File: src/bdq_pkg.sv
// ----------------------------------------------------------------------------
// bdq_pkg
// Shared sizes, operation and status codes, and the cell and result types
// of the bounded double-ended queue.
// ----------------------------------------------------------------------------
package bdq_pkg;

  localparam int DEPTH      = 64;
  localparam int DATA_WIDTH = 32;
  localparam int CNT_W      = $clog2(DEPTH + 1);
  localparam int CAP_W      = 7;
  localparam int FILL_W     = 7;
  localparam int MODE_W     = 3;
  localparam int STATUS_W   = 3;
  localparam int CMP_W      = (CNT_W > CAP_W) ? CNT_W : CAP_W;

  localparam logic [CAP_W-1:0] CAP_RESET = CAP_W'(64);

  typedef enum logic [MODE_W-1:0] {
    MODE_PUSH_L = 3'd0,
    MODE_PUSH_R = 3'd1,
    MODE_POP_L  = 3'd2,
    MODE_POP_R  = 3'd3,
    MODE_CLEAR  = 3'd4
  } mode_t;

  typedef enum logic [STATUS_W-1:0] {
    ST_PUSHED  = 3'd0,
    ST_POPPED  = 3'd1,
    ST_FULL    = 3'd2,
    ST_EMPTY   = 3'd3,
    ST_CLEARED = 3'd4
  } status_t;

  typedef enum logic [2:0] {
    OP_HOLD,
    OP_SHIFT_R,
    OP_SHIFT_L,
    OP_APPEND,
    OP_TRIM,
    OP_CLEAR
  } cell_op_t;

  typedef struct packed {
    status_t                      status;
    logic signed [DATA_WIDTH-1:0] pop_value;
    logic [FILL_W-1:0]            fill_count;
  } result_t;

endpackage

File: src/bdq_out_buf.sv
// ----------------------------------------------------------------------------
// bdq_out_buf
// Result register with a skid stage, so a new item is taken while a
// finished result still waits on the output.
// ----------------------------------------------------------------------------
module bdq_out_buf (
  input  logic             clk,
  input  logic             rst,
  input  logic             load,
  input  bdq_pkg::result_t load_res,
  input  logic             out_stall,
  output logic             out_valid,
  output bdq_pkg::result_t out_res,
  output logic             busy
);

  logic             skid_valid;
  bdq_pkg::result_t skid_res;
  logic             out_fire;

  assign out_fire = out_valid && !out_stall;
  assign busy     = skid_valid;

  always_ff @(posedge clk) begin
    if (rst) begin
      out_valid  <= 1'b0;
      skid_valid <= 1'b0;
    end else begin
      if (skid_valid) begin
        if (out_fire) begin
          out_valid  <= 1'b1;
          skid_valid <= 1'b0;
        end
      end else if (load) begin
        if (!out_valid || out_fire) begin
          out_valid <= 1'b1;
        end else begin
          skid_valid <= 1'b1;
        end
      end else if (out_fire) begin
        out_valid <= 1'b0;
      end
    end
  end

  always_ff @(posedge clk) begin
    if (skid_valid) begin
      if (out_fire) begin
        out_res <= skid_res;
      end
    end else if (load) begin
      if (!out_valid || out_fire) begin
        out_res <= load_res;
      end else begin
        skid_res <= load_res;
      end
    end
  end

  a_skid_needs_out : assert property (@(posedge clk) disable iff (rst)
    skid_valid |-> out_valid)
    else $error("skid stage full while output register empty");

  a_skid_drains : assert property (@(posedge clk) disable iff (rst)
    skid_valid && out_fire |=> out_valid && !skid_valid)
    else $error("skid stage did not move to output");

  a_no_drop : assert property (@(posedge clk) disable iff (rst)
    out_valid && out_stall |=> out_valid)
    else $error("stalled result dropped");

endmodule

File: config.mk
export PLATFORM = sky130hd
export DESIGN_NAME = bdq_out_buf
export DESIGN_NICKNAME = d
export VERILOG_FILES = /design/src/bdq_pkg.sv /design/src/bdq_out_buf.sv
export SDC_FILE = /design/constraint.sdc
export NUM_CORES = 1
export LEC_CHECK = 0
export ABC_CLOCK_PERIOD_IN_PS = 3070
export BUFFER_PORTS_ARGS = -buffer_cell sky130_fd_sc_hd__buf_2
export CAP_MARGIN = 15
export CORE_MARGIN = 2
export CORE_UTILIZATION = 49
export CTS_BUF_LIST = sky130_fd_sc_hd__clkbuf_4
export DETAILED_ROUTE_END_ITERATION = 8
export PLACE_DENSITY = 0.82
export SLEW_MARGIN = 20
export SYNTH_ARGS = -nofsm -noshare
export SYNTH_HDL_FRONTEND = slang
export SYNTH_SLANG_ARGS = --single-unit
File: constraint.sdc
create_clock -name clk -period 3.07 [get_ports clk]
set_clock_uncertainty 0.15 [all_clocks]
set_input_delay 0.4605 -clock clk [delete_from_list [all_inputs] [get_ports clk]]
set_output_delay 0.4605 -clock clk [all_outputs]
set_load 0.1 [all_outputs]
==> impl_metrics.json <==
{
  "critPathMaxStageDelay_ps": 450,
  "placed_area_um2": 3820,
  "grt_first_pass_wirelength_um": 8000,
  "core_um2": 6460,
  "clock_sinks": 86,
  "ys_seq_elements": 86,
  "diodes": 0,
  "antenna_found_initial": 0,
  "syn_nets": 189,
  "io_buffers": 89,
  "path_buf_inv": 1,
  "nets": 288,
  "holdWs_ps": 69.5,
  "layout_commonest_cell": "buf_2",
  "drive_gt1_share_pct": 62.3,
  "tns_ps": 0,
  "syn_inst": 143,
  "syn2layout_area_growth_pct": 20.7,
  "cts_tree": "yes",
  "fmax_mhz": 534,
  "die_w_um": 86.3,
  "dieHeight_um": 86.3,
  "timing.slew.headroom_pct": 51.6,
  "end_kind": "output port",
  "worst_ep_required_time_ps": 2460,
  "synthDistinctLibCells": 14,
  "reg2reg_slack_ps": 1280,
  "arrival_ps": 1260,
  "worstSetupPathDepth": 1,
  "ys_warn_count": 0,
  "cts_buffer_depth": 2,
  "pin_count": 90,
  "final_cell_mix": "buf_2 (89), edfxtp_1 (84), mux2_4 (37), clkbuf_4 (12), mux2_2 (5)",
  "drc": 0,
  "p_per_area_nw_per_um2": 680,
  "p_total_mw": 2.72,
  "clkTransAtPathRegs_ps": 110,
  "crit_type": "reg -> out",
  "leakagePower_nw": 1.58,
  "cap_viol_max_count": 0,
  "avgSynthCellArea_um2": 23.2,
  "via_per_inst": 4.90,
  "h-tree-depth": 3,
  "min_period_ps": 1870,
  "synth_area_um2": 3320,
  "synth.area.top_cells": "edfxtp_1 (76%), mux2_4 (17%), buf_12 (2.4%)",
  "grt_max_degree": 43,
  "cts_buffers": 9,
  "first_iter_violations": 127,
  "grt_usage_pct": 14.5,
  "timing.final.hold_violations": 0,
  "cts_resized": 0,
  "fin_util_pct": 62.0,
  "drv_slew": 0,
  "gp_routability_congestion": 0.708,
  "cpMaxStageDelayCell": "buf_2",
  "rsz0062_at_grt": "false",
  "critical_path.cell_chain": "buf_2",
  "fillers": 490,
  "yosysSeqAreaShare_pct": 77.3,
  "clkLatencyLatePin_ps": 410,
  "grt_pass1_vias": 1606,
  "finalSetupViolCount": 0,
  "r2r_end": "out_res[37]",
  "design_area_um2": 4000,
  "dpl.hpwl_um": 3590,
  "dieArea_um2": 7440,
  "ir_drop_v": 0.000349,
  "holdBufCountCts": 0,
  "synth_top_area_share_pct": 76.0,
  "reg2reg_depth": 2,
  "path_delay_family": "buffers and inverters",
  "grt_overflow": 0,
  "crit_start": "out_valid",
  "start_util_pct": 51.4,
  "post-cts-setup-buffers": 0,
  "ant_nets": 0,
  "drt_wl_total_um": 5150,
  "final.period_utilization_pct": 61.0,
  "critPathLaunchType": "flop",
  "root_buffer": "clkbuf_4",
  "crit_end": "out_valid",
  "status": "completed",
  "hp-class": "in -> reg",
  "num_rows": 29,
  "dr.pass1.iters": 4,
  "yosys.area.top_type": "edfxtp_1",
  "crit_fanout": 6,
  "wl_per_cell_um": 15.9,
  "vias": 1589,
  "worst_slew_pin_slew_ps": 726,
  "r2r-start": "busy"
}
[layer usage]
| metal | share of wire, % | track usage [%] | up-vias |
|---|---|---|---|
| li1 | - | - | 767 |
| met5 | 0 | 0 | - |
| met3 | 5.1 | 4.38 | 11 |
| met1 | 42 | 18.3 | 762 |
| met4 | 2.2 | 7.24 | 0 |
| met2 | 50 | 23.0 | 49 |
[layout make-up]
| class | instances | area (um2) | share of cell area [%] |
|---|---|---|---|
| clock buffers | 12 | 90.1 | 2.25 |
| clock inverters | 4 | 95.1 | 2.38 |
| multi-input cells | 52 | 682 | 17.0 |
| flip-flops and latches | 86 | 2560 | 64.1 |
| well taps | 77 | 96.3 | 2.41 |
| repair buffers | 93 | 475 | 11.9 |
[sequential cells by signal, indices dropped and copies added, names as in the netlist]
name,count
skid_res,42
busy,1
out_res,42
out_valid,1
[cells in the mapped netlist]
master / n
nor2_1: 1
buf_12: 4
a21oi_1: 2
o21ai_0: 1
nor3_1: 1
edfxtp_1: 84
buf_6: 1
a21boi_1: 1
mux2_2: 5
nor2b_1: 1
nand2b_1: 1
mux2_4: 37
dfxtp_1: 2
nand2_1: 2
[stage by stage]
stage                     instances  setup slack, ps
after floorplan                 143              175
after global placement          308             1200
after detailed placement        308             1160
after CTS                       324             1170
after global routing            324             1120
final                           324             1200
[worst min-delay path by stage]
stage | start | to | depth (start not counted)
2_1_floorplan | skid_res[34] | out_res[34] | 1
3_3_place_gp | busy | busy | 2
3_5_place_dp | out_valid | out_valid | 2
4_1_cts | rst | out_valid | 2
5_1_grt | load_res[19] | skid_res[19] | 1
6_report | rst | out_valid | 2
[power by group]
part	internal, mW	total (mW)	switching, mW	leakage, nW
Clock	0.440	0.790	0.350	0.102
Sequential	1.37	1.38	0.0160	0.803
Combinational	0.119	0.551	0.432	0.677
[kinds of logic after synthesis]
group	after synthesis	synth area share [%]
flip-flops	86	77.3
buffers and inverters	5	2.75
AO/OA/AOI/OAI	4	0.679
AND/OR/NAND/NOR	6	0.868
multiplexers	42	18.4
No activity file was read; power rests on OpenSTA's default activity.
