### config.mk
export PLATFORM = sky130hd
export DESIGN_NAME = bdq_cell
export DESIGN_NICKNAME = d
export VERILOG_FILES = /design/src/bdq_pkg.sv /design/src/bdq_cell.sv
export SDC_FILE = /design/constraint.sdc
export NUM_CORES = 1
export LEC_CHECK = 0
export ABC_AREA = 1
export BUFFER_PORTS_ARGS = -buffer_cell sky130_fd_sc_hd__buf_4
export CAP_MARGIN = 5
export CORE_MARGIN = 8
export CORE_UTILIZATION = 40
export DETAILED_ROUTE_END_ITERATION = 6
export PLACE_DENSITY = 0.8
export SETUP_SLACK_MARGIN = 0.15
export SLEW_MARGIN = 40
export SYNTH_ARGS = -nofsm -noshare
export SYNTH_HDL_FRONTEND = slang
export SYNTH_SLANG_ARGS = --single-unit
### constraint.sdc
create_clock -name clk -period 2.25 [get_ports clk]
set_input_delay 0 -clock clk [delete_from_list [all_inputs] [get_ports clk]]
set_output_delay 0 -clock clk [all_outputs]
set_load 0.02 [all_outputs]
### src/bdq_pkg.sv
// ----------------------------------------------------------------------------
// bdq_pkg
// Shared sizes, operation and status codes, and the cell and result types
// of the bounded double-ended queue.
// ----------------------------------------------------------------------------
package bdq_pkg;

  localparam int DEPTH      = 64;
  localparam int DATA_WIDTH = 32;
  localparam int CNT_W      = $clog2(DEPTH + 1);
  localparam int CAP_W      = 7;
  localparam int FILL_W     = 7;
  localparam int MODE_W     = 3;
  localparam int STATUS_W   = 3;
  localparam int CMP_W      = (CNT_W > CAP_W) ? CNT_W : CAP_W;

  localparam logic [CAP_W-1:0] CAP_RESET = CAP_W'(64);

  typedef enum logic [MODE_W-1:0] {
    MODE_PUSH_L = 3'd0,
    MODE_PUSH_R = 3'd1,
    MODE_POP_L  = 3'd2,
    MODE_POP_R  = 3'd3,
    MODE_CLEAR  = 3'd4
  } mode_t;

  typedef enum logic [STATUS_W-1:0] {
    ST_PUSHED  = 3'd0,
    ST_POPPED  = 3'd1,
    ST_FULL    = 3'd2,
    ST_EMPTY   = 3'd3,
    ST_CLEARED = 3'd4
  } status_t;

  typedef enum logic [2:0] {
    OP_HOLD,
    OP_SHIFT_R,
    OP_SHIFT_L,
    OP_APPEND,
    OP_TRIM,
    OP_CLEAR
  } cell_op_t;

  typedef struct packed {
    status_t                      status;
    logic signed [DATA_WIDTH-1:0] pop_value;
    logic [FILL_W-1:0]            fill_count;
  } result_t;

endpackage

### src/bdq_cell.sv
// ----------------------------------------------------------------------------
// bdq_cell
// One slot of the queue row: holds a word and an occupied flag, and takes
// its next contents from itself, a neighbour or the push value.
// ----------------------------------------------------------------------------
module bdq_cell (
  input  logic                                 clk,
  input  logic                                 rst,
  input  bdq_pkg::cell_op_t                    op,
  input  logic signed [bdq_pkg::DATA_WIDTH-1:0] push_value,
  input  logic signed [bdq_pkg::DATA_WIDTH-1:0] left_value,
  input  logic                                 left_occ,
  input  logic signed [bdq_pkg::DATA_WIDTH-1:0] right_value,
  input  logic                                 right_occ,
  output logic signed [bdq_pkg::DATA_WIDTH-1:0] value,
  output logic                                 occ
);

  logic is_gap_head;
  logic is_tail;

  assign is_gap_head = !occ && left_occ;
  assign is_tail     = occ && !right_occ;

  always_ff @(posedge clk) begin
    case (op)
      bdq_pkg::OP_SHIFT_R: value <= left_value;
      bdq_pkg::OP_SHIFT_L: value <= right_value;
      bdq_pkg::OP_APPEND: begin
        if (is_gap_head) begin
          value <= push_value;
        end
      end
      default: value <= value;
    endcase
  end

  always_ff @(posedge clk) begin
    if (rst) begin
      occ <= 1'b0;
    end else begin
      case (op)
        bdq_pkg::OP_SHIFT_R: occ <= left_occ;
        bdq_pkg::OP_SHIFT_L: occ <= right_occ;
        bdq_pkg::OP_APPEND: begin
          if (is_gap_head) begin
            occ <= 1'b1;
          end
        end
        bdq_pkg::OP_TRIM: begin
          if (is_tail) begin
            occ <= 1'b0;
          end
        end
        bdq_pkg::OP_CLEAR: occ <= 1'b0;
        default:           occ <= occ;
      endcase
    end
  end

endmodule

==> metrics.txt <==
capture point of the critical path value[7]$_DFFE_PP_; core utilization of the finished layout 67.8%; number of clock sinks seen by CTS 33; HPWL Detailed 4700 um; sequence of cells on the critical path inv_1 -> nand2_1 -> nand2_1 -> o21ai_0 -> inv_1 -> buf_4; setup TNS after final layout 0 ns; Final Hold Violating Endpoints 0; Worst Reg-to-Reg Cells 6; top flip-flop cell by instance count after synthesis sky130_fd_sc_hd__edfxtp_1; drt first-iter violations 116; number of top-level pins 136; CP Data Required Time 2.21 ns; Area growth, synth to finish 63.3%; most area-hungry cell type in the Yosys netlist sky130_fd_sc_hd__edfxtp_1; area occupied by multi-input gates 714 um2; slowest cell on the critical path sky130_fd_sc_hd__dfxtp_1; maximum VDD drop 295 uV; die span in y 83.2 um; Slew @ Worst Pin 0.767 ns; Initial DRT Pass Iterations 4; power density over the cells 570 mW/mm2; area fraction of the dominant cell type after synthesis 53.1%; total routing usage reported by global routing 17.2%; Arrival @ worst endpoint 1.21 ns; worst hold slack after final layout 0.0570 ns; critical path peak fanout 18; final max-slew violation count 0; HP Class in -> reg; Fin Clk Skew 0.00561 ns; CP Class reg -> reg; kind of end point of the critical path flip-flop; CTS Root Buffer Type sky130_fd_sc_hd__clkbuf_8; Rel. slew slack 48.8%; number of global-route vias before repair 2025; Placed Area 0.00284 mm2; total of endpoints with negative setup slack in the final report 0; vias after detailed routing 1972; count of flip-flops with a built-in enable after synthesis 32; mean instance size in the synthesized netlist 8.86 um2; clock transition time at the flip-flop clock pins of the worst setup and hold paths 0.07 ns; max cap viols 0; final wirelength 6250 um; fin crit period 1.24 ns; first-pass GRT wire length 9960 um; remaining antenna violation count after routing 0; CTS H-tree lvls 2; sequential share of the synthesized area 54.3%; Post-Syn Area 0.00181 mm2; Starting Density 41.5%; DIE AREA 0.00693 mm2; number of instances resized during post-cts repair 0; total of buffers placed on input and output ports 135; count of different cell masters after synthesis 18; most frequently used cell type in the post-synthesis netlist sky130_fd_sc_hd__nand2_1; Max clock buf depth 2; CP startpoint occ$_SDFFE_PP0P_; Synth Register Bits 33; Num CTS Buffers 5; Async S/R FF share, synth 0%; reg-to-reg startpoint occ$_SDFFE_PP0P_; antenna violations before repair 0; number of DRC violations after detailed routing 0; gate count of the mapped netlist 204; routed wirelength normalized by instance count 16.1 um; total overflow reported by the global router 0; net count of the finished layout 440; Yosys Warn Count 0; destination of the worst register-to-register timing path value[7]$_DFFE_PP_; final design instance area without fill 0.00295 mm2; status completed; Clock Latency Late Sink 0.28 ns; critical path's largest stage delay 0.32 ns; final worst-path cycle share 55.2%; most instantiated cells after synthesis sky130_fd_sc_hd__nand2_1 (41), sky130_fd_sc_hd__nand3_1 (34), sky130_fd_sc_hd__nor2_1 (34); Placement Rows 24; count of buffers added by post-CTS timing repair for setup 0; filler cell count 368; share of post-route cells with drive strength above 1 44.6%; chip width 83.2 um; maximum number of pins on one net before global-route repair 65; CTS Hold Buffers Added 1; vias per cell 5.08; CTS tree yes; achievable clock frequency 0.805 GHz; synthesized net count 308; sequential cell area in the final layout 981 um2; top area cells in the synthesized netlist sky130_fd_sc_hd__edfxtp_1 (53%), sky130_fd_sc_hd__a31oi_1 (11%), sky130_fd_sc_hd__nand3_1 (9.4%); setup repair after global routing missed its margin false; Leak 0.00128 uW; total core area 0.00435 mm2; register-to-register setup slack 1.01 ns; RD Place Congestion 0.788; antenna diode instance count 0; Startpoint Class flip-flop
==> worst min path at each step <==
stage,end,cells after the start,from
6_report,value[26]$_DFFE_PP_,3,left_value[26]
5_1_grt,value[6]$_DFFE_PP_,3,left_value[6]
4_1_cts,value[29]$_DFFE_PP_,3,left_value[29]
3_5_place_dp,occ$_SDFFE_PP0P_,3,rst
3_3_place_gp,occ$_SDFFE_PP0P_,3,rst
2_1_floorplan,occ$_SDFFE_PP0P_,2,rst
==> placed cells by master (no fill, tap or decap), drive strengths merged <==
cell type    netlist  routed
ha                 1       1
nor3               1       1
o21ai              1       1
inv                6       6
bufinv             0       1
buf               11     140
nor2              36      36
dlygate4sd3        0       1
a31oi             32      32
edfxtp            32      32
o21bai             1       1
nand3             34      34
clkinv             1       2
nand2             41      41
nand3b             1       1
dfxtp              1       1
clkbuf             5       5
==> stage by stage <==
stage | total power (uW) | setup slack [ns] | std cells
after floorplan | 936 | 0.588 | 204
after global placement | 1160 | 0.907 | 380
after detailed placement | 1170 | 0.840 | 380
after CTS | 1700 | 0.999 | 388
after global routing | 1760 | 0.922 | 388
final | 1680 | 1.01 | 388
==> power by group <==
part / leakage, uW / switching (uW) / internal [uW]
combinational: 0.000916 / 200 / 209
clock: 0.0000540 / 208 / 322
sequential: 0.000313 / 12.0 / 732
==> cell families after synthesis <==
logic type               count (synthesis)  share of synthesized area, %
flip-flops                              33                          54.3
buffers and inverters                   23                          6.37
AND/OR/NAND/NOR                        113                          26.9
AO/OA/AOI/OAI                           34                          11.8
adder cells (fa/ha/maj)                  1                         0.692
==> worst max-delay path: cells and delay by family, from the launching register on <==
kind	cells	cell delay, ns
DFF	1	0.32
AOI/OAI and AO/OA	1	0.09
and+or+nand+nor	2	0.12
buffers and inverters	3	0.39
==> flip-flops by register name, summed over array words and instances, names as in the netlist <==
signal / cells
occ: 1
value: 32
==> layout make-up <==
| cell class | count | share of cell area, % |
|---|---|---|
| Timing Repair Buffer | 141 | 35.9 |
| Tap cell | 52 | 2.20 |
| Multi-Input combinational cell | 148 | 24.2 |
| Inverter | 7 | 0.890 |
| Sequential cell | 33 | 33.2 |
| Clock inverter | 2 | 1.19 |
| Clock buffer | 5 | 2.33 |
==> routing by layer <==
metal | track usage [%] | part of all wire, %
met5 | 0 | 0
met4 | 7.03 | 2.2
met3 | 4.69 | 7.4
met2 | 30.2 | 53
met1 | 19.1 | 38
Note: power is estimated with default switching activity, not from simulation.
